**src/rtl/rcf_pkg.sv**
```systemverilog
// Shared types, constants and register codes for the RC channel filter block.
package rcf_pkg;

  localparam int PULSE_BITS_DEF = 12;
  localparam int NUM_CH         = 8;
  localparam int CH_W           = $clog2(NUM_CH);
  localparam int CFG_W          = 12;
  localparam int WIN_W          = 10;
  localparam int CNT_W          = 12;
  localparam int CFG_ADDR_W     = 3;

  localparam logic [CH_W-1:0]  THR_CH   = CH_W'(2);
  localparam logic [CH_W-1:0]  ROLL_CH  = CH_W'(3);
  localparam logic [CH_W-1:0]  LAST_CH  = CH_W'(NUM_CH - 1);
  localparam logic [CNT_W-1:0] CNT_MAX  = '1;

  typedef enum logic [CFG_ADDR_W-1:0] {
    REG_THROTTLE_MIN = 3'd0,
    REG_ROLL_MIN     = 3'd1,
    REG_ROLL_MAX     = 3'd2,
    REG_STICK_WINDOW = 3'd3,
    REG_ARM_HOLD     = 3'd4,
    REG_DISARM_HOLD  = 3'd5
  } rcf_reg_e;

  typedef struct packed {
    logic [CFG_W-1:0] throttle_min;
    logic [CFG_W-1:0] roll_min;
    logic [CFG_W-1:0] roll_max;
    logic [WIN_W-1:0] stick_window;
    logic [CFG_W-1:0] arm_hold;
    logic [CFG_W-1:0] disarm_hold;
  } rcf_cfg_t;

  localparam rcf_cfg_t CFG_RESET = '{
    throttle_min: 12'd1000,
    roll_min:     12'd1000,
    roll_max:     12'd2000,
    stick_window: 10'd100,
    arm_hold:     12'd500,
    disarm_hold:  12'd100
  };

endpackage

```
**src/rtl/rcf_in_if.sv**
```systemverilog
// Input channel: one frame of eight pulse captures plus the host-link flag.
interface rcf_in_if #(
  parameter int PW = rcf_pkg::PULSE_BITS_DEF
) ();
  logic          valid;
  logic          ready;
  logic [PW-1:0] cap_ch0;
  logic [PW-1:0] cap_ch1;
  logic [PW-1:0] cap_ch2;
  logic [PW-1:0] cap_ch3;
  logic [PW-1:0] cap_ch4;
  logic [PW-1:0] cap_ch5;
  logic [PW-1:0] cap_ch6;
  logic [PW-1:0] cap_ch7;
  logic          host_linked;

  modport source (
    output valid, cap_ch0, cap_ch1, cap_ch2, cap_ch3,
           cap_ch4, cap_ch5, cap_ch6, cap_ch7, host_linked,
    input  ready
  );
  modport sink (
    input  valid, cap_ch0, cap_ch1, cap_ch2, cap_ch3,
           cap_ch4, cap_ch5, cap_ch6, cap_ch7, host_linked,
    output ready
  );
endinterface

```
**src/rtl/rcf_out_if.sv**
```systemverilog
// Result channel: eight filtered pulse widths plus the armed flag.
interface rcf_out_if #(
  parameter int PW = rcf_pkg::PULSE_BITS_DEF
) ();
  logic          valid;
  logic          ready;
  logic [PW-1:0] filt_ch0;
  logic [PW-1:0] filt_ch1;
  logic [PW-1:0] filt_ch2;
  logic [PW-1:0] filt_ch3;
  logic [PW-1:0] filt_ch4;
  logic [PW-1:0] filt_ch5;
  logic [PW-1:0] filt_ch6;
  logic [PW-1:0] filt_ch7;
  logic          armed;

  modport source (
    output valid, filt_ch0, filt_ch1, filt_ch2, filt_ch3,
           filt_ch4, filt_ch5, filt_ch6, filt_ch7, armed,
    input  ready
  );
  modport sink (
    input  valid, filt_ch0, filt_ch1, filt_ch2, filt_ch3,
           filt_ch4, filt_ch5, filt_ch6, filt_ch7, armed,
    output ready
  );
endinterface

```
**src/rtl/rcf_ram.sv**
```systemverilog
// Generic single-write, single-read RAM with registered read data.
module rcf_ram #(
  parameter int WIDTH = 12,
  parameter int DEPTH = 8
) (
  input  logic                     clk,
  input  logic                     we,
  input  logic [$clog2(DEPTH)-1:0] waddr,
  input  logic [WIDTH-1:0]         wdata,
  input  logic                     re,
  input  logic [$clog2(DEPTH)-1:0] raddr,
  output logic [WIDTH-1:0]         rdata
);
  logic [WIDTH-1:0] mem [DEPTH];
  logic [WIDTH-1:0] rdata_r;

  always_ff @(posedge clk) begin
    if (we) begin
      mem[waddr] <= wdata;
    end
    if (re) begin
      rdata_r <= mem[raddr];
    end
  end

  assign rdata = rdata_r;
endmodule

```
**src/rtl/rcf_gesture.sv**
```systemverilog
// Stick-gesture hold counters and the armed flag.
module rcf_gesture #(
  parameter int PW = rcf_pkg::PULSE_BITS_DEF
) (
  input  logic              clk,
  input  logic              rst_n,
  input  logic              en,
  input  logic [PW-1:0]     thr,
  input  logic [PW-1:0]     roll,
  input  rcf_pkg::rcf_cfg_t cfg,
  output logic              armed_nxt
);
  import rcf_pkg::*;

  localparam int GW = ((PW > CFG_W) ? PW : CFG_W) + 2;

  logic [CNT_W-1:0]    arm_cnt_r, arm_cnt_nxt;
  logic [CNT_W-1:0]    disarm_cnt_r, disarm_cnt_nxt;
  logic                armed_r;
  logic [CNT_W-1:0]    arm_bump, disarm_bump;
  logic signed [GW-1:0] thr_s, roll_s, w_s, tmin_s, rmin_s, rmax_s;
  logic                thr_low, roll_high, roll_low, arm_hit, disarm_hit;
  logic                arm_fire, disarm_fire;

  always_comb begin
    thr_s  = $signed(GW'(thr));
    roll_s = $signed(GW'(roll));
    w_s    = $signed(GW'(cfg.stick_window));
    tmin_s = $signed(GW'(cfg.throttle_min));
    rmin_s = $signed(GW'(cfg.roll_min));
    rmax_s = $signed(GW'(cfg.roll_max));

    thr_low   = (tmin_s - w_s < thr_s) && (thr_s < tmin_s + w_s);
    roll_high = (rmax_s - w_s < roll_s);
    roll_low  = (rmin_s - w_s < roll_s) && (roll_s < rmin_s + w_s);
    arm_hit    = thr_low && roll_high;
    disarm_hit = thr_low && roll_low;

    arm_bump    = (arm_cnt_r == CNT_MAX) ? CNT_MAX : arm_cnt_r + 1'b1;
    disarm_bump = (disarm_cnt_r == CNT_MAX) ? CNT_MAX : disarm_cnt_r + 1'b1;
    arm_fire    = arm_hit && (arm_bump > cfg.arm_hold);
    disarm_fire = disarm_hit && (disarm_bump > cfg.disarm_hold);

    arm_cnt_nxt    = arm_cnt_r;
    disarm_cnt_nxt = disarm_cnt_r;
    armed_nxt      = armed_r;
    if (en) begin
      arm_cnt_nxt    = (arm_hit && !arm_fire) ? arm_bump : '0;
      disarm_cnt_nxt = (disarm_hit && !disarm_fire) ? disarm_bump : '0;
      // disarm is checked first and wins
      if (disarm_fire) begin
        armed_nxt = 1'b0;
      end else if (arm_fire) begin
        armed_nxt = 1'b1;
      end
    end
  end

  always_ff @(posedge clk) begin
    if (!rst_n) begin
      arm_cnt_r    <= '0;
      disarm_cnt_r <= '0;
      armed_r      <= 1'b0;
    end else begin
      arm_cnt_r    <= arm_cnt_nxt;
      disarm_cnt_r <= disarm_cnt_nxt;
      armed_r      <= armed_nxt;
    end
  end
endmodule

```
**src/rtl/rc_channel_filter_arm_detect.sv**
```systemverilog
// Top level: eight-channel RC pulse filter with stick-gesture arming.
//
// in_if takes one word per frame: eight pulse captures and host_linked.
// out_if gives one word per frame: the eight filtered channels and armed.
// The configuration port writes a calibration register when cfg_we is high
// (index on cfg_addr); unknown indexes are ignored. Write it only while idle.
//
// Filter state lives in an 8-entry RAM. Each channel is read, blended as
// floor((9*old + new) / 10) and written back, one channel per cycle unless
// the output stalls; a new frame may enter the input slot as the last channel
// of the current one is read. The first frame after reset seeds the filter
// with its own captures. The gesture counters update once per frame on the
// last channel, unless host_linked is set.
//
// Reset clears the pipeline, the counters and armed, and restores default
// calibration; no RAM clearing pass is needed. A stalled output word holds
// in its register; the pipeline stops only when a finished frame meets a
// full output register; an empty input slot still takes a new frame.
module rc_channel_filter_arm_detect #(
  parameter int PULSE_BITS = rcf_pkg::PULSE_BITS_DEF
) (
  input  logic                             clk,
  input  logic                             rst_n,
  rcf_in_if.sink                           in_if,
  rcf_out_if.source                        out_if,
  input  logic                             cfg_we,
  input  logic [rcf_pkg::CFG_ADDR_W-1:0]   cfg_addr,
  input  logic [rcf_pkg::CFG_W-1:0]        cfg_wdata
);
  import rcf_pkg::*;

  localparam int PW    = PULSE_BITS;
  localparam int SUM_W = PW + 4;
  localparam int SH    = SUM_W + 4;
  localparam int MW    = SUM_W + 1;
  localparam longint unsigned RECIP_L = ((64'd1 << SH) + 64'd9) / 64'd10;
  localparam logic [MW-1:0]   RECIP   = MW'(RECIP_L);

  rcf_cfg_t cfg_r;

  logic [PW-1:0]   in_cap [NUM_CH];
  logic            in_accept;
  logic            frame_full_r;
  logic [CH_W-1:0] rd_idx_r;
  logic            first_r;
  logic [PW-1:0]   frame_cap_r [NUM_CH];
  logic            frame_link_r, frame_first_r;
  logic            issue, last_issue, stall;

  logic            s1_valid_r, s1_first_r, s1_link_r;
  logic [CH_W-1:0] s1_idx_r;
  logic [PW-1:0]   s1_cap_r;
  logic [PW-1:0]   ram_rdata, s1_old;
  logic [SUM_W-1:0] s1_sum;

  logic             s2_valid_r, s2_link_r, s2_last;
  logic [CH_W-1:0]  s2_idx_r;
  logic [SUM_W-1:0] s2_sum_r;
  logic [SUM_W+MW-1:0] s2_prod;
  logic [PW-1:0]    s2_q;

  logic [PW-1:0] res_r [NUM_CH];
  logic [PW-1:0] thr_r, roll_r;
  logic          gest_en, armed_nxt;
  logic          out_load, out_valid_r, out_armed_r;
  logic [PW-1:0] out_filt_r [NUM_CH];

  // configuration
  always_ff @(posedge clk) begin
    if (!rst_n) begin
      cfg_r <= CFG_RESET;
    end else if (cfg_we) begin
      case (rcf_reg_e'(cfg_addr))
        REG_THROTTLE_MIN: cfg_r.throttle_min <= cfg_wdata;
        REG_ROLL_MIN:     cfg_r.roll_min     <= cfg_wdata;
        REG_ROLL_MAX:     cfg_r.roll_max     <= cfg_wdata;
        REG_STICK_WINDOW: cfg_r.stick_window <= cfg_wdata[WIN_W-1:0];
        REG_ARM_HOLD:     cfg_r.arm_hold     <= cfg_wdata;
        REG_DISARM_HOLD:  cfg_r.disarm_hold  <= cfg_wdata;
        default: ;
      endcase
    end
  end

  // input slot and read sequencer
  assign in_cap[0] = in_if.cap_ch0;
  assign in_cap[1] = in_if.cap_ch1;
  assign in_cap[2] = in_if.cap_ch2;
  assign in_cap[3] = in_if.cap_ch3;
  assign in_cap[4] = in_if.cap_ch4;
  assign in_cap[5] = in_if.cap_ch5;
  assign in_cap[6] = in_if.cap_ch6;
  assign in_cap[7] = in_if.cap_ch7;

  assign s2_last     = s2_valid_r && (s2_idx_r == LAST_CH);
  assign stall       = s2_last && out_valid_r && !out_if.ready;
  assign issue       = frame_full_r && !stall;
  assign last_issue  = issue && (rd_idx_r == LAST_CH);
  assign in_if.ready = !frame_full_r || last_issue;
  assign in_accept   = in_if.valid && in_if.ready;

  always_ff @(posedge clk) begin
    if (!rst_n) begin
      frame_full_r <= 1'b0;
      rd_idx_r     <= '0;
      first_r      <= 1'b1;
    end else begin
      if (in_accept) begin
        frame_full_r <= 1'b1;
        first_r      <= 1'b0;
      end else if (last_issue) begin
        frame_full_r <= 1'b0;
      end
      if (issue) begin
        rd_idx_r <= (rd_idx_r == LAST_CH) ? '0 : rd_idx_r + 1'b1;
      end
    end
  end

  always_ff @(posedge clk) begin
    if (in_accept) begin
      frame_cap_r   <= in_cap;
      frame_link_r  <= in_if.host_linked;
      frame_first_r <= first_r;
    end
  end

  rcf_ram #(
    .WIDTH (PW),
    .DEPTH (NUM_CH)
  ) u_filt_ram (
    .clk   (clk),
    .we    (s2_valid_r && !stall),
    .waddr (s2_idx_r),
    .wdata (s2_q),
    .re    (issue),
    .raddr (rd_idx_r),
    .rdata (ram_rdata)
  );

  // stage 1: blend sum
  always_ff @(posedge clk) begin
    if (!rst_n) begin
      s1_valid_r <= 1'b0;
    end else if (!stall) begin
      s1_valid_r <= issue;
    end
  end

  always_ff @(posedge clk) begin
    if (!stall) begin
      s1_cap_r   <= frame_cap_r[rd_idx_r];
      s1_idx_r   <= rd_idx_r;
      s1_first_r <= frame_first_r;
      s1_link_r  <= frame_link_r;
    end
  end

  assign s1_old = s1_first_r ? s1_cap_r : ram_rdata;
  assign s1_sum = SUM_W'({s1_old, 3'b000}) + SUM_W'(s1_old) + SUM_W'(s1_cap_r);

  // stage 2: divide by ten via reciprocal, write back
  always_ff @(posedge clk) begin
    if (!rst_n) begin
      s2_valid_r <= 1'b0;
    end else if (!stall) begin
      s2_valid_r <= s1_valid_r;
    end
  end

  always_ff @(posedge clk) begin
    if (!stall) begin
      s2_sum_r  <= s1_sum;
      s2_idx_r  <= s1_idx_r;
      s2_link_r <= s1_link_r;
    end
  end

  assign s2_prod = (SUM_W+MW)'(s2_sum_r) * (SUM_W+MW)'(RECIP);
  assign s2_q    = s2_prod[SH +: PW];

  always_ff @(posedge clk) begin
    if (s2_valid_r && !stall) begin
      res_r[s2_idx_r] <= s2_q;
      if (s2_idx_r == THR_CH) begin
        thr_r <= s2_q;
      end
      if (s2_idx_r == ROLL_CH) begin
        roll_r <= s2_q;
      end
    end
  end

  assign out_load = s2_last && !stall;
  assign gest_en  = out_load && !s2_link_r;

  rcf_gesture #(
    .PW (PW)
  ) u_gesture (
    .clk       (clk),
    .rst_n     (rst_n),
    .en        (gest_en),
    .thr       (thr_r),
    .roll      (roll_r),
    .cfg       (cfg_r),
    .armed_nxt (armed_nxt)
  );

  // output register
  always_ff @(posedge clk) begin
    if (!rst_n) begin
      out_valid_r <= 1'b0;
    end else if (out_load) begin
      out_valid_r <= 1'b1;
    end else if (out_if.ready) begin
      out_valid_r <= 1'b0;
    end
  end

  always_ff @(posedge clk) begin
    if (out_load) begin
      for (int i = 0; i < NUM_CH; i++) begin
        out_filt_r[i] <= (CH_W'(i) == LAST_CH) ? s2_q : res_r[i];
      end
      out_armed_r <= armed_nxt;
    end
  end

  assign out_if.valid    = out_valid_r;
  assign out_if.filt_ch0 = out_filt_r[0];
  assign out_if.filt_ch1 = out_filt_r[1];
  assign out_if.filt_ch2 = out_filt_r[2];
  assign out_if.filt_ch3 = out_filt_r[3];
  assign out_if.filt_ch4 = out_filt_r[4];
  assign out_if.filt_ch5 = out_filt_r[5];
  assign out_if.filt_ch6 = out_filt_r[6];
  assign out_if.filt_ch7 = out_filt_r[7];
  assign out_if.armed    = out_armed_r;
endmodule

```
**src/flat_wrapper.sv**
```systemverilog
// flat-port wrapper written by rule: the top's interface ports become plain ports
module rc_channel_filter_arm_detect_flat import rcf_pkg::*;
#(
  parameter int PULSE_BITS = rcf_pkg::PULSE_BITS_DEF
)
  (clk, rst_n, cfg_we, cfg_addr, cfg_wdata, in_if_valid, in_if_cap_ch0, in_if_cap_ch1, in_if_cap_ch2, in_if_cap_ch3, in_if_cap_ch4, in_if_cap_ch5, in_if_cap_ch6, in_if_cap_ch7, in_if_host_linked, in_if_ready, out_if_valid, out_if_filt_ch0, out_if_filt_ch1, out_if_filt_ch2, out_if_filt_ch3, out_if_filt_ch4, out_if_filt_ch5, out_if_filt_ch6, out_if_filt_ch7, out_if_armed, out_if_ready);
  rcf_in_if in_if_i ();
  rcf_out_if out_if_i ();
  input  logic clk;
  input  logic rst_n;
  input  logic cfg_we;
  input  logic [rcf_pkg::CFG_ADDR_W-1:0] cfg_addr;
  input  logic [rcf_pkg::CFG_W-1:0] cfg_wdata;
  input wire logic [$bits(in_if_i.valid)-1:0] in_if_valid;
  input wire logic [$bits(in_if_i.cap_ch0)-1:0] in_if_cap_ch0;
  input wire logic [$bits(in_if_i.cap_ch1)-1:0] in_if_cap_ch1;
  input wire logic [$bits(in_if_i.cap_ch2)-1:0] in_if_cap_ch2;
  input wire logic [$bits(in_if_i.cap_ch3)-1:0] in_if_cap_ch3;
  input wire logic [$bits(in_if_i.cap_ch4)-1:0] in_if_cap_ch4;
  input wire logic [$bits(in_if_i.cap_ch5)-1:0] in_if_cap_ch5;
  input wire logic [$bits(in_if_i.cap_ch6)-1:0] in_if_cap_ch6;
  input wire logic [$bits(in_if_i.cap_ch7)-1:0] in_if_cap_ch7;
  input wire logic [$bits(in_if_i.host_linked)-1:0] in_if_host_linked;
  output wire logic [$bits(in_if_i.ready)-1:0] in_if_ready;
  output wire logic [$bits(out_if_i.valid)-1:0] out_if_valid;
  output wire logic [$bits(out_if_i.filt_ch0)-1:0] out_if_filt_ch0;
  output wire logic [$bits(out_if_i.filt_ch1)-1:0] out_if_filt_ch1;
  output wire logic [$bits(out_if_i.filt_ch2)-1:0] out_if_filt_ch2;
  output wire logic [$bits(out_if_i.filt_ch3)-1:0] out_if_filt_ch3;
  output wire logic [$bits(out_if_i.filt_ch4)-1:0] out_if_filt_ch4;
  output wire logic [$bits(out_if_i.filt_ch5)-1:0] out_if_filt_ch5;
  output wire logic [$bits(out_if_i.filt_ch6)-1:0] out_if_filt_ch6;
  output wire logic [$bits(out_if_i.filt_ch7)-1:0] out_if_filt_ch7;
  output wire logic [$bits(out_if_i.armed)-1:0] out_if_armed;
  input wire logic [$bits(out_if_i.ready)-1:0] out_if_ready;
  assign in_if_i.valid = in_if_valid;
  assign in_if_i.cap_ch0 = in_if_cap_ch0;
  assign in_if_i.cap_ch1 = in_if_cap_ch1;
  assign in_if_i.cap_ch2 = in_if_cap_ch2;
  assign in_if_i.cap_ch3 = in_if_cap_ch3;
  assign in_if_i.cap_ch4 = in_if_cap_ch4;
  assign in_if_i.cap_ch5 = in_if_cap_ch5;
  assign in_if_i.cap_ch6 = in_if_cap_ch6;
  assign in_if_i.cap_ch7 = in_if_cap_ch7;
  assign in_if_i.host_linked = in_if_host_linked;
  assign in_if_ready = in_if_i.ready;
  assign out_if_valid = out_if_i.valid;
  assign out_if_filt_ch0 = out_if_i.filt_ch0;
  assign out_if_filt_ch1 = out_if_i.filt_ch1;
  assign out_if_filt_ch2 = out_if_i.filt_ch2;
  assign out_if_filt_ch3 = out_if_i.filt_ch3;
  assign out_if_filt_ch4 = out_if_i.filt_ch4;
  assign out_if_filt_ch5 = out_if_i.filt_ch5;
  assign out_if_filt_ch6 = out_if_i.filt_ch6;
  assign out_if_filt_ch7 = out_if_i.filt_ch7;
  assign out_if_armed = out_if_i.armed;
  assign out_if_i.ready = out_if_ready;
  rc_channel_filter_arm_detect #(.PULSE_BITS(PULSE_BITS)) u_core (.clk(clk), .rst_n(rst_n), .in_if(in_if_i), .out_if(out_if_i), .cfg_we(cfg_we), .cfg_addr(cfg_addr), .cfg_wdata(cfg_wdata));
endmodule
```
**config.mk**
```make
export PLATFORM = sky130hd
export DESIGN_NAME = rc_channel_filter_arm_detect_flat
export DESIGN_NICKNAME = d
export VERILOG_FILES = /design/src/rtl/rcf_pkg.sv /design/src/rtl/rcf_in_if.sv /design/src/rtl/rcf_out_if.sv /design/src/rtl/rcf_ram.sv /design/src/rtl/rcf_gesture.sv /design/src/rtl/rc_channel_filter_arm_detect.sv /design/src/flat_wrapper.sv
export SDC_FILE = /design/constraint.sdc
export NUM_CORES = 1
export LEC_CHECK = 0
export BUFFER_PORTS_ARGS = -buffer_cell sky130_fd_sc_hd__buf_2
export CAP_MARGIN = 20
export CORE_ASPECT_RATIO = 1.4
export CORE_MARGIN = 4
export CORE_UTILIZATION = 38
export DETAILED_ROUTE_END_ITERATION = 8
export GPL_TIMING_DRIVEN = 0
export PLACE_DENSITY = 0.6
export SYNTH_ARGS = -nofsm -noshare
export SYNTH_HDL_FRONTEND = slang
export SYNTH_SLANG_ARGS = --single-unit
```
**constraint.sdc**
```tcl
create_clock -name clk -period 7.3 [get_ports clk]
set_input_delay 1.46 -clock clk [delete_from_list [all_inputs] [get_ports clk]]
set_output_delay 1.46 -clock clk [all_outputs]
set_load 0.005 [all_outputs]
```
# --- Word-level counts from Yosys, hierarchy flattened ---
# Memory sizes are Yosys's and may differ from the RTL's. A register that Yosys moved wholly into a read port is not among the register bits.
# Index checks and enable logic that the tools add are counted.
totals:
  word_cells: 124
  ramBits: 288
  inputBits: 117
  ff_bits: 263
  n_memories: 3
memory_table:
  columns: ["name", "depth", "width", "read_ports", "rd_clocked_by_memory_dff", "wr", "line_no", "rtl"]
  rows:
  - ["u_core.out_filt_r", 8, 12, 8, 0, 8, "rc_channel_filter_arm_detect.sv:66", "logic [PW-1:0] out_filt_r [NUM_CH];"]
  - ["u_core.res_r", 8, 12, 7, 0, 1, "rc_channel_filter_arm_detect.sv:62", "logic [PW-1:0] res_r [NUM_CH];"]
  - ["u_core.u_filt_ram.mem", 8, 12, 1, 1, 1, "rcf_ram.sv:14", "logic [WIDTH-1:0] mem [DEPTH];"]
classes:
  magnitude_cmp: 8
  reduce_logical: 35
  add_sub_neg: 10
  mul: 1
  eq_ne: 11
  muxes: 20
  n_bitwise: 1
ops:
  columns: ["op", "count"]
  rows:
  - ["$mux W12", 7]
  - ["$sub A12 B10 Y13", 3]
  - ["$bmux W12 S3", 1]
  - ["$mul A16 B16 Y31 const B", 1]
  - ["$add A12 B10 Y13", 2]
  - ["$lt A12 B13 Y1", 2]
  - ["$lt A13 B13 Y1", 2]
  - ["$add A12 B1 Y12 const B", 2]
  - ["$eq A12 B12 Y1 const B", 2]
  - ["$gt A12 B12 Y1", 2]
  - ["$logic_and A1 B1 Y1", 17]
  - ["$add A15 B12 Y16", 1]
  - ["$add A16 B12 Y16", 1]
  - ["$reduce_and A2 Y1", 8]
  - ["$lt A14 B13 Y1", 1]
  - ["$eq A3 B2 Y1 const B", 4]
  - ["$eq A3 B3 Y1 const B", 4]
  - ["$mux W1", 11]
  - ["$logic_not A1 Y1", 6]
  - ["$ge A4 B4 Y1 const B", 1]
  - ["$not A3 Y4", 1]
  - ["$reduce_bool A2 Y1", 2]
  - ["$add A3 B1 Y3 const B", 1]
  - ["$eq A3 B1 Y1 const B", 1]
  - ["3 further kinds", 3]

# --- Longest topological paths before layout ---
# Gate-level depths: netlist of run 1.
depth:
  word_depth: 10
  depth_mapped: 20
  mapped_depth_nobuf: 20

# --- Modules after synthesis ---
# Synthesis of run 1 repeated with hierarchy kept, for this count alone.
hier_totals:
  cells_unflattened: 2202
  area_unflattened_um2: 28775.1
modules_own_cells:
  columns: ["module", "area_each_um2", "instances", "cells_each"]
  rows:
  - ["rc_channel_filter_arm_detect", 19077.0, 1, 1296]
  - ["rcf_gesture", 5590.4, 1, 742]
  - ["rcf_ram", 4107.7, 1, 164]

# --- Least setup slack after synthesis of run 1 ---
# Ideal clock, no wire load.
synth_path:
  path_kind: "flip-flop to flip-flop"
  start: "reg u_core.s2_sum_r[6]"
  end: "mem u_core.out_filt_r[1][47] (netlist name) (data pin)"
  path_slack_ns: 1.136
  synth_period_minus_slack_ns: 6.164
  arrival_time_ns: 5.855
  n_path_buf: 0
  stages_incl_launch_ff: 20
  cell_sequence: "edfxtp_1 ha_1 inv_1 fa_1 inv_1 fa_1 fa_1 fa_1 inv_1 fa_1 inv_1 ha_1 a21o_1 a221oi_1 o21ai_0 o21ai_0 nand2_1 o311ai_0 nand2b_1 a311oi_1"
synth_lines:
  columns: ["element", "line_no", "rtl"]
  rows:
  - ["start: declaration", "rc_channel_filter_arm_detect.sv:58", "logic [SUM_W-1:0] s2_sum_r;"]
  - ["start signal: assignment", "rc_channel_filter_arm_detect.sv:173", "s2_sum_r <= s1_sum;"]
  - ["end: declaration", "rc_channel_filter_arm_detect.sv:66", null]

# --- Final worst setup path of run 1 ---
layout_path:
  start: "reg u_core.s2_sum_r[7]"
  end: "mem u_core.u_filt_ram.mem[7][9] (data pin)"
layout_via:
  elab_chain_cells: 1
layout_lines:
  columns: ["element", "line_no", "rtl"]
  rows:
  - ["$mul A16 B16 Y31", "rc_channel_filter_arm_detect.sv:179", "assign s2_prod = (SUM_W+MW)'(s2_sum_r) * (SUM_W+MW)'(RECIP);"]
  - ["named net u_core.s2_prod[29]", "rc_channel_filter_arm_detect.sv:59", "logic [SUM_W+MW-1:0] s2_prod;"]
  - ["end: declaration", "rcf_ram.sv:14", null]
# The timed path passes the listed nets, and every way through them passes these cells.

==> results.md, run 1 <==
- Xor and xnor area share after synthesis: 2.452%
- Vias in the first global route: 18330
- First-pass GRT wire length: 106600 um
- Worst setup SP type: flip-flop
- Gr ovfl total: 0
- Hold crit path type: reg -> reg
- Layout area overhead: 16.08%
- WL per Instance: 21.06 um
- Top FF cell, synth: edfxtp_1
- Die Area: 0.07292 sq mm
- Req. time, crit path: 7.71 ns
- Final setup violating endpoints: 0
- Fin. Hold Viols: 0
- Final hold slack: 0.4185 ns
- Share of cells above drive strength 1: 17.33%
- Initial DRC Count: 1048
- CP delay by family, top: adder cells
- Post-Syn Nets: 2624
- Final Wtd Congestion: 0.8751
- Maximum fanout along the worst path: 10
- Min Tclk post-route: 6.816 ns
- Crit-path max cell delay: 0.56 ns
- Async S/R FF share, synth: 0%
- CP endpoint kind: flip-flop
- Final nets: 2917
- Status: completed
- WL final: 70300 um
- WP data arrival: 7.23 ns
- Design area: 0.03026 sq mm
- DP HPWL: 55740 um
- Place WS: 0.5566 ns
- CTS clk-pin slew, worst paths: 0.06 ns
- ANT nets after route: 0
- Slew Viols, Final: 0
- Die height: 317.9 um
- Initial antenna violation count: 13
- Largest net degree at the start of global routing: 64
- CTS Sinks: 467
- Commonest non-fill, non-tap cell in the layout: edfxtp_1
- Yosys warning total: 0
- Post-synthesis simple-gate area fraction: 8.322%
- Boundary Pins: 216
- Total of cells resized after clock tree synthesis: 0
- Most used cell, CP: fa_1
- CTS root buf: clkbuf_16
- Chip Width: 229.4 um
- Clock skew: 0.02436 ns
- Hold Buf Count CTS: 0
- Fmax: 146.7 MHz
- Worst-margin pin slew: 1.143 ns
- Post-Syn Area per Cell: 12.18 sq um
- Std cell rows: 113
- Post-synth EDFFs: 364
- DRC Markers: 0
- PortBufs: 214
- Cell Chain, Critical Path: ha_1 -> inv_1 -> fa_1 -> inv_1 -> fa_1 -> fa_1 -> fa_1 -> inv_1 -> fa_1 -> inv_1 -> ha_1 -> a21o_1 -> a221oi_1 -> o21ai_0 -> o21ai_0 -> nand2_1 -> o311ai_0 -> nand2b_1 -> a21oi_1 -> buf_6
- Cells after DPL: 3239
- Mux contribution to synthesized area: 5.821%
- Register Area: 0.01299 sq mm
- Flops & latches, synth: 467
- Area occupied by multi-input gates: 0.01187 sq mm
- Synth Area in Adders: 20.32%
- Largest family of logic cells by synthesized area: adder cells
- Initial Util: 38.42%
- # Max-Cap Violations: 0
- TritonCTS clock tree: done
- Netlist cell types: 67
- Cells after Synth: 2140
- H-tree depth: 2
- WP buf/inv: 5
- First-pass DRT Iterations: 5
- Synth Cell Area: 0.02607 sq mm
- Clock tree buffer depth: 3
- Post-CTS Setup Inserts: 0
- Post-synthesis compound-gate area fraction: 8.466%
- Placeable Area: 0.06787 sq mm
- Filler instances: 6234
- Final Cycle Share: 93.37%
- Placement Cell Area: 0.02859 sq mm
- Inserted Clock Buffers: 48
- RSZ-0062 raised after global routing: no
- Max transition margin: 23.57%
- Latest clock arrival within the worst-skew pair: 0.58 ns
- Critical-path top delay cell: o311ai_0
- Via count: 17170
- Type of the worst setup path: reg -> reg
- Routed vias/inst: 5.145
- Seq/Total Area, Yosys: 49.83%
- Global Route Usage Sum: 19.14%
- Final worst slack: 0.4836 ns
- Fin cells: 3338
- Commonest non-fill, non-tap cells in the layout: edfxtp_1 (364), inv_1 (274), ha_1 (273), buf_2 (214), nand2_1 (207)
[per-layer routing]
metal  vias up  GRT usage, %  part of all wire [%]
li1       8220             -                     -
met1      8469         20.32                    36
met2       351         37.91                    57
met3       131         2.561                   3.4
met4         2         7.091                   3.9
met5         -             0                 0.021
[cell families after synthesis]
family | count (synthesis)
adders and majority gates | 367
DFF | 467
muxes | 87
xor gates and xnor gates | 73
and+or+nand+nor | 477
AOI/OAI and AO/OA | 339
buffers and inverters | 330
[through the flow]
stage | TNS, ns | util [%]
2_1_floorplan | 0 | -
3_3_place_gp | -87.41 | 41.58
3_5_place_dp | 0 | 42.12
4_1_cts | 0 | 44.48
5_1_grt | 0 | 44.59
6_report | 0 | 44.59
[cells in the mapped netlist, types with 7 or more instances]
| library cell | n | area (sq um) |
|---|---|---|
| xnor2_1 | 50 | 437.9 |
| a21o_1 | 27 | 202.7 |
| mux2_2 | 37 | 416.7 |
| a21oi_1 | 117 | 585.6 |
| nand2b_1 | 25 | 156.4 |
| edfxtp_1 | 364 | 10930 |
| buf_1 | 7 | 26.28 |
| nand2_1 | 207 | 777.0 |
| a211oi_1 | 9 | 67.56 |
| nand3_1 | 45 | 225.2 |
| ha_1 | 273 | 3416 |
| nor2b_1 | 22 | 137.6 |
| a32o_1 | 12 | 120.1 |
| dfxtp_1 | 103 | 2062 |
| mux4_2 | 48 | 1081 |
| or2_2 | 7 | 43.79 |
| o21ai_0 | 56 | 280.3 |
| and2_1 | 13 | 81.33 |
| a31oi_1 | 10 | 62.56 |
| xor2_1 | 23 | 201.4 |
| nor3_1 | 28 | 140.1 |
| nand4_1 | 10 | 62.56 |
| o21a_1 | 16 | 120.1 |
| fa_1 | 94 | 1882 |
| nor2_1 | 92 | 345.3 |
| inv_1 | 275 | 1032 |
| clkbuf_1 | 46 | 172.7 |
| o211ai_1 | 24 | 180.2 |
[path summary, 6_finish.rpt]
| kind | start | end | slack (ns) | depth (start not counted) |
|---|---|---|---|---|
| setup / recovery | u_core.s2_sum_r[7]$_DFFE_PN_ | u_core.u_filt_ram.mem[7][9]$_DFFE_PP_ | 0.48 | 20 |
| hold / removal | u_core.s1_link_r$_DFFE_PN_ | u_core.s2_link_r$_DFFE_PN_ | 0.42 | 0 |
| setup reg to reg | u_core.s2_sum_r[7]$_DFFE_PN_ | u_core.u_filt_ram.mem[7][9]$_DFFE_PP_ | 0.48 | 20 |
| hold reg to reg | u_core.s1_link_r$_DFFE_PN_ | u_core.s2_link_r$_DFFE_PN_ | 0.42 | 0 |
[area by class of cell]
type | count | share of cell area (%)
multi-input combinational | 1343 | 39.23
buffer | 55 | 0.7111
antenna | 6 | 0.04961
timing repair buffer | 243 | 4.821
inverter | 275 | 3.411
clock inverter | 31 | 1.141
clock buffer | 56 | 4.139
tap | 862 | 3.564
sequential | 467 | 42.93
[flip-flops by register name (all words and copies together) (netlist names), 16 cells and up]
name                   cells
u_core.s2_sum_r           16
u_core.res_r              48
u_core.out_filt_r         96
u_core.frame_cap_r        96
u_core.cfg_r              70
u_core.u_filt_ram.mem     48
Power of run 1 is left out: the tool's default activity adds up to more than one toggle a clock period on the data nets, which glitch-free logic cannot reach.
==> run 2, diff against run 1 <==
--- a/config.mk
+++ b/config.mk
@@ -7,7 +7,6 @@
 export LEC_CHECK = 0
 export BUFFER_PORTS_ARGS = -buffer_cell sky130_fd_sc_hd__buf_2
 export CAP_MARGIN = 20
-export CORE_ASPECT_RATIO = 1.4
 export CORE_MARGIN = 4
 export CORE_UTILIZATION = 38
 export DETAILED_ROUTE_END_ITERATION = 8
==> run 2 against run 1 <==
  * Final cell count grew 0.48%
  * Global-route usage shrank 0.84 points
  * Clock-buffer cell count grew 7
  * Die area is essentially flat
  * Register-to-register slack lost 0.04 ns
  * Non-clock buffer count is the same
  * Wire length shrank 4.7%
  * Fmax shrank 0.54%
  * Flip-flop and latch count is the same
  * Utilization grew 0.29 points
  * Critical path type unchanged
  * Critical endpoint is now u_core.roll_r[10]$_DFFE_PP_
  * Largest cell class unchanged
==> results.md, run 2 (synthesis results as in run 1) <==
- Max transition margin: 24.53%
- R2r startpoint: u_core.s2_sum_r[6]$_DFFE_PN_
- Boundary Pins: 216
- CP endpoint kind: flip-flop
- Via count: 17150
- ANT nets after route: 0
- Critical Path Source: u_core.s2_sum_r[6]$_DFFE_PN_
- Design area: 0.03035 sq mm
- DRC Markers: 0
- Final Wtd Congestion: 0.9070
- Hold Buf Count CTS: 0
- RSZ-0062 raised after global routing: no
- CTS Sinks: 467
- H-tree depth: 2
- Filler instances: 6106
- Initial antenna violation count: 4
- Slew Viols, Final: 0
- Final setup violating endpoints: 0
- Largest net degree at the start of global routing: 81
- Req. time, crit path: 7.60 ns
- WL per Instance: 19.98 um
- Inserted Clock Buffers: 51
- Min Tclk post-route: 6.853 ns
- Initial Util: 38.55%
- Worst Hold Launch: u_core.s1_link_r$_DFFE_PN_
- Register Area: 0.01299 sq mm
- R2R Path End: u_core.roll_r[10]$_DFFE_PP_
- Worst-margin pin slew: 1.128 ns
- Std cell rows: 95
- Clock skew: 0.01609 ns
- Routed vias/inst: 5.113
- Fin. Hold Viols: 0
- Layout area overhead: 16.42%
- Worst setup SP type: flip-flop
- Worst R2R Path Depth: 19
- Final Cycle Share: 93.88%
- DP HPWL: 52750 um
- Commonest non-fill, non-tap cell in the layout: edfxtp_1
- First-pass DRT Iterations: 5
- CTS root buf: clkbuf_16
- Area occupied by multi-input gates: 0.01190 sq mm
- Clock tree buffer depth: 3
- First-pass GRT wire length: 103600 um
- # Max-Cap Violations: 0
- Type of the worst setup path: reg -> reg
- Status: completed
- Fmax: 145.9 MHz
- Share of cells above drive strength 1: 17.51%
- Maximum fanout along the worst path: 11
- Placeable Area: 0.06763 sq mm
- Die height: 269.9 um
- Initial DRC Count: 1198
- Worst Hold Depth: 0
- Chip Width: 269.9 um
- Commonest non-fill, non-tap cells in the layout: edfxtp_1 (364), inv_1 (274), ha_1 (273), buf_2 (214), nand2_1 (207)
- Regs by FF count: u_core.frame_cap_r x96, u_core.out_filt_r x96, u_core.cfg_r x70
- Final nets: 2920
- Die Area: 0.07286 sq mm
- TritonCTS clock tree: done
- Global Route Usage Sum: 18.30%
- Vias in the first global route: 17760
- PortBufs: 214
- Hold Path Sink: u_core.s2_link_r$_DFFE_PN_
- WP data arrival: 7.15 ns
- Hold crit path type: reg -> reg
- Placement Cell Area: 0.02859 sq mm
- Gr ovfl total: 0
- WL final: 67010 um
- Reg2Reg Setup Slack: 0.45 ns
- Latest clock arrival within the worst-skew pair: 0.59 ns
- CTS clk-pin slew, worst paths: 0.06 ns
## run 2: layer usage
metal,global-route usage [%],wire length (um),vias to the layer above
met5,0,0,-
met3,3.100,3503,74
met4,3.969,1134,0
met1,24.51,30070,8410
met2,31.36,32310,429
li1,-,-,8235
## run 2: critical path: stages, from the launching register on
cell	delay, ns
edfxtp_1	0.51
ha_1	0.39
inv_1	0.12
fa_1	0.55
inv_1	0.05
fa_1	0.54
fa_1	0.53
fa_1	0.54
inv_1	0.05
fa_1	0.52
inv_1	0.04
ha_1	0.29
a21o_1	0.19
a221oi_1	0.28
o21ai_0	0.14
o21ai_0	0.28
nand2_1	0.24
o311ai_0	0.57
nand2_1	0.18
xor2_2	0.56
## run 2: metrics by stage
stage | hold WS, ns | util, % | cells | TNS, ns | setup slack [ns]
3_3_place_gp | 0.4043 | 41.75 | 3227 | -101.04 | -0.9758
5_1_grt | 0.4270 | 44.87 | 3353 | 0 | 0.06767
6_report | 0.4209 | 44.88 | 3354 | 0 | 0.4469
4_1_cts | 0.4211 | 44.71 | 3342 | 0 | 0.06326
3_5_place_dp | 0.4063 | 42.28 | 3247 | 0 | 0.08322
2_1_floorplan | 0.4003 | - | 2140 | 0 | 1.136
## run 2: how the worst max path moves through the flow
stage,depth (start not counted),slack (ns),endpoint
4_1_cts,19,0.06,u_core.out_filt_r[1][47]$_DFFE_PP_
6_report,19,0.45,u_core.roll_r[10]$_DFFE_PP_
3_3_place_gp,3,-0.98,u_core.out_filt_r[1][33]$_DFFE_PP_
2_1_floorplan,19,1.14,u_core.out_filt_r[1][47]$_DFFE_PP_
5_1_grt,19,0.07,u_core.roll_r[10]$_DFFE_PP_
3_5_place_dp,19,0.08,u_core.u_filt_ram.mem[4][11]$_DFFE_PP_
## run 2: what timing repair did
item / 4_1_cts / 5_1_grt
setup buffers: 0 / 2
endpoints found under the setup margin: 0 / 22
gates resized for setup: 0 / 2
## run 2: final cells by class
type                    instances  share of cell area (%)
clock inverters                32                  0.8698
plain buffers                  55                  0.7090
multi-input cells            1343                   39.19
inverters                     275                   3.401
flip-flops and latches        467                   42.80
repair buffers                243                   4.848
clock buffers                  63                   4.555
diodes                          3                 0.02473
well taps                     873                   3.599
Power of run 2 is left out for the same reason.
==> run 3, diff against run 2 <==
--- a/config.mk
+++ b/config.mk
@@ -10,7 +10,6 @@
 export CORE_MARGIN = 4
 export CORE_UTILIZATION = 38
 export DETAILED_ROUTE_END_ITERATION = 8
-export GPL_TIMING_DRIVEN = 0
 export PLACE_DENSITY = 0.6
 export SYNTH_ARGS = -nofsm -noshare
 export SYNTH_HDL_FRONTEND = slang
==> constraint.sdc (replaced) <==
create_clock -name clk -period 7.3 [get_ports clk]
set_input_delay 1.095 -clock clk [delete_from_list [all_inputs] [get_ports clk]]
set_output_delay 1.095 -clock clk [all_outputs]
set_load 0.005 [all_outputs]
==> run 3 against run 2 <==
  * Non-clock buffer count decreased by 57
  * Final area decreased by 1.3%
  * Worst hold slack got worse by 0.0058 ns
  * Highest routed layer is now met5
  * Sequential share of layout area increased by 0.59 points
  * Wire length decreased by 0.83%
  * Critical path depth unchanged
==> results.md, run 3 (synthesis results as in run 1) <==
- Type of the worst setup path: reg -> reg
- R2R Path End: u_core.roll_r[9]$_DFFE_PP_
- Final setup violating endpoints: 0
- Largest net degree at the start of global routing: 86
- Hold Path Sink: u_core.s2_link_r$_DFFE_PN_
- Status: completed
- First-pass DRT Iterations: 5
- Commonest non-fill, non-tap cells in the layout: edfxtp_1 (364), inv_1 (275), ha_1 (273), buf_2 (215), nand2_1 (207)
- Die Area: 0.07286 sq mm
- WL per Instance: 20.19 um
- CTS Sinks: 467
- Gr ovfl total: 0
- Fin cells: 3291
- Clock tree buffer depth: 3
- Cells after DPL: 3196
- CP endpoint kind: flip-flop
- Worst-margin pin slew: 1.076 ns
- Layout area overhead: 14.89%
- ANT nets after route: 0
- Commonest non-fill, non-tap cell in the layout: edfxtp_1
- Slew Viols, Final: 0
- Chip Width: 269.9 um
- Via count: 16900
- Setup TNS: 0 ns
- WL final: 66450 um
- Final worst slack: 0.3831 ns
- Initial antenna violation count: 5
- Maximum fanout along the worst path: 11
- # diodes: 0
- TritonCTS clock tree: done
- Hold Buf Count CTS: 0
- Die height: 269.9 um
- Share of cells above drive strength 1: 17.70%
- Fin. Hold Viols: 0
- Worst Hold Depth: 0
- Initial DRC Count: 1009
- Global Route Usage Sum: 18.05%
- Max transition margin: 27.85%
- PortBufs: 215
- Boundary Pins: 216
- Worst R2R Path Depth: 19
- Final Cycle Share: 94.75%
- First-pass GRT wire length: 102400 um
- Place WS: 0.5402 ns
- Critical-path top delay cell: a21oi_1
- WP buf/inv: 4
- Clock skew: 0.02955 ns
- Placeable Area: 0.06763 sq mm
- CTS root buf: clkbuf_16
- DRC Markers: 0
- WP data arrival: 7.19 ns
- Vias in the first global route: 17310
- Most used cell, CP: fa_1
- Std cell rows: 95
- Fmax: 144.6 MHz
- Worst Hold Launch: u_core.s1_link_r$_DFFE_PN_
- Initial Util: 38.55%
- Final nets: 2863
- DP HPWL: 51120 um
- Cell Chain, Critical Path: ha_1 -> inv_1 -> fa_1 -> inv_1 -> fa_1 -> fa_1 -> fa_1 -> inv_1 -> fa_1 -> inv_1 -> ha_1 -> a21o_1 -> a221oi_1 -> o21ai_0 -> o21ai_0 -> nand2_1 -> o311ai_0 -> nand2b_1 -> a21oi_1
- Req. time, crit path: 7.57 ns
- CP delay by family, top: adder cells
- H-tree depth: 2
- Crit-path max cell delay: 0.69 ns
- Hold crit path type: reg -> reg
- Min Tclk post-route: 6.917 ns
- Routed vias/inst: 5.136
- Final Wtd Congestion: 0.8805
- Total of cells resized after clock tree synthesis: 0
- Reg2Reg Setup Slack: 0.38 ns
- Regs by FF count: u_core.frame_cap_r x96, u_core.out_filt_r x96, u_core.cfg_r x70
- CTS clk-pin slew, worst paths: 0.06 ns
- RSZ-0062 raised after global routing: yes
- Inserted Clock Buffers: 51
- Final hold slack: 0.4151 ns
- # Max-Cap Violations: 0
- Latest clock arrival within the worst-skew pair: 0.60 ns
- R2r startpoint: u_core.s2_sum_r[6]$_DFFE_PN_
- Post-CTS Setup Inserts: 0
- Worst setup SP type: flip-flop
==> run 3: final cells by class <==
class	instances	area [sq um]
Tap cell	873	1092
Sequential cell	467	13000
Inverter	275	1032
Clock buffer	60	1351
Clock inverter	32	340.3
Multi-Input combinational cell	1343	11870
Timing Repair Buffer	241	1271
Fill cell	6176	37680
==> run 3: layer usage <==
layer  track usage [%]  wire length [um]
met2             30.03             31340
met4             5.075              1926
met3             3.180              3093
met5                 0                43
met1             24.40             30050
==> run 3: how the worst max path moves through the flow <==
| stage | from | end | slack [ns] | cells after the start |
|---|---|---|---|---|
| after floorplan | u_core.s2_sum_r[6]$_DFFE_PN_ | u_core.out_filt_r[1][47]$_DFFE_PP_ | 1.14 | 19 |
| after global placement | u_core.s2_sum_r[3]$_DFFE_PN_ | u_core.res_r[6][11]$_DFFE_PP_ | 0.56 | 19 |
| after detailed placement | u_core.s2_sum_r[6]$_DFFE_PN_ | u_core.u_filt_ram.mem[4][9]$_DFFE_PP_ | 0.54 | 19 |
| after CTS | u_core.s2_sum_r[6]$_DFFE_PN_ | u_core.res_r[5][9]$_DFFE_PP_ | 0.51 | 19 |
| after global routing | u_core.s2_sum_r[3]$_DFFE_PN_ | u_core.roll_r[11]$_DFFE_PP_ | -0.002 | 19 |
| final | u_core.s2_sum_r[6]$_DFFE_PN_ | u_core.roll_r[9]$_DFFE_PP_ | 0.38 | 19 |
==> run 3: stage by stage <==
step / utilization (%) / area, sq um
finish: 44.29 / 29950
global route: 44.29 / 29950
CTS: 44.25 / 29930
detailed placement: 41.75 / 28240
global placement: 41.74 / 28230
floorplan: - / 26070
==> run 3: worst register-to-register path, cell delays in order (launching register included) <==
cell and delay (ns):
edfxtp_1 0.50, ha_1 0.36, inv_1 0.10, fa_1 0.54, inv_1 0.05, fa_1 0.53, fa_1 0.53, fa_1 0.54
inv_1 0.06, fa_1 0.53, inv_1 0.04, ha_1 0.30, a21o_1 0.19, a221oi_1 0.29, o21ai_0 0.14, o21ai_0 0.22
nand2_1 0.22, o311ai_0 0.59, nand2b_1 0.18, a21oi_1 0.69
Power of run 3 is left out for the same reason.
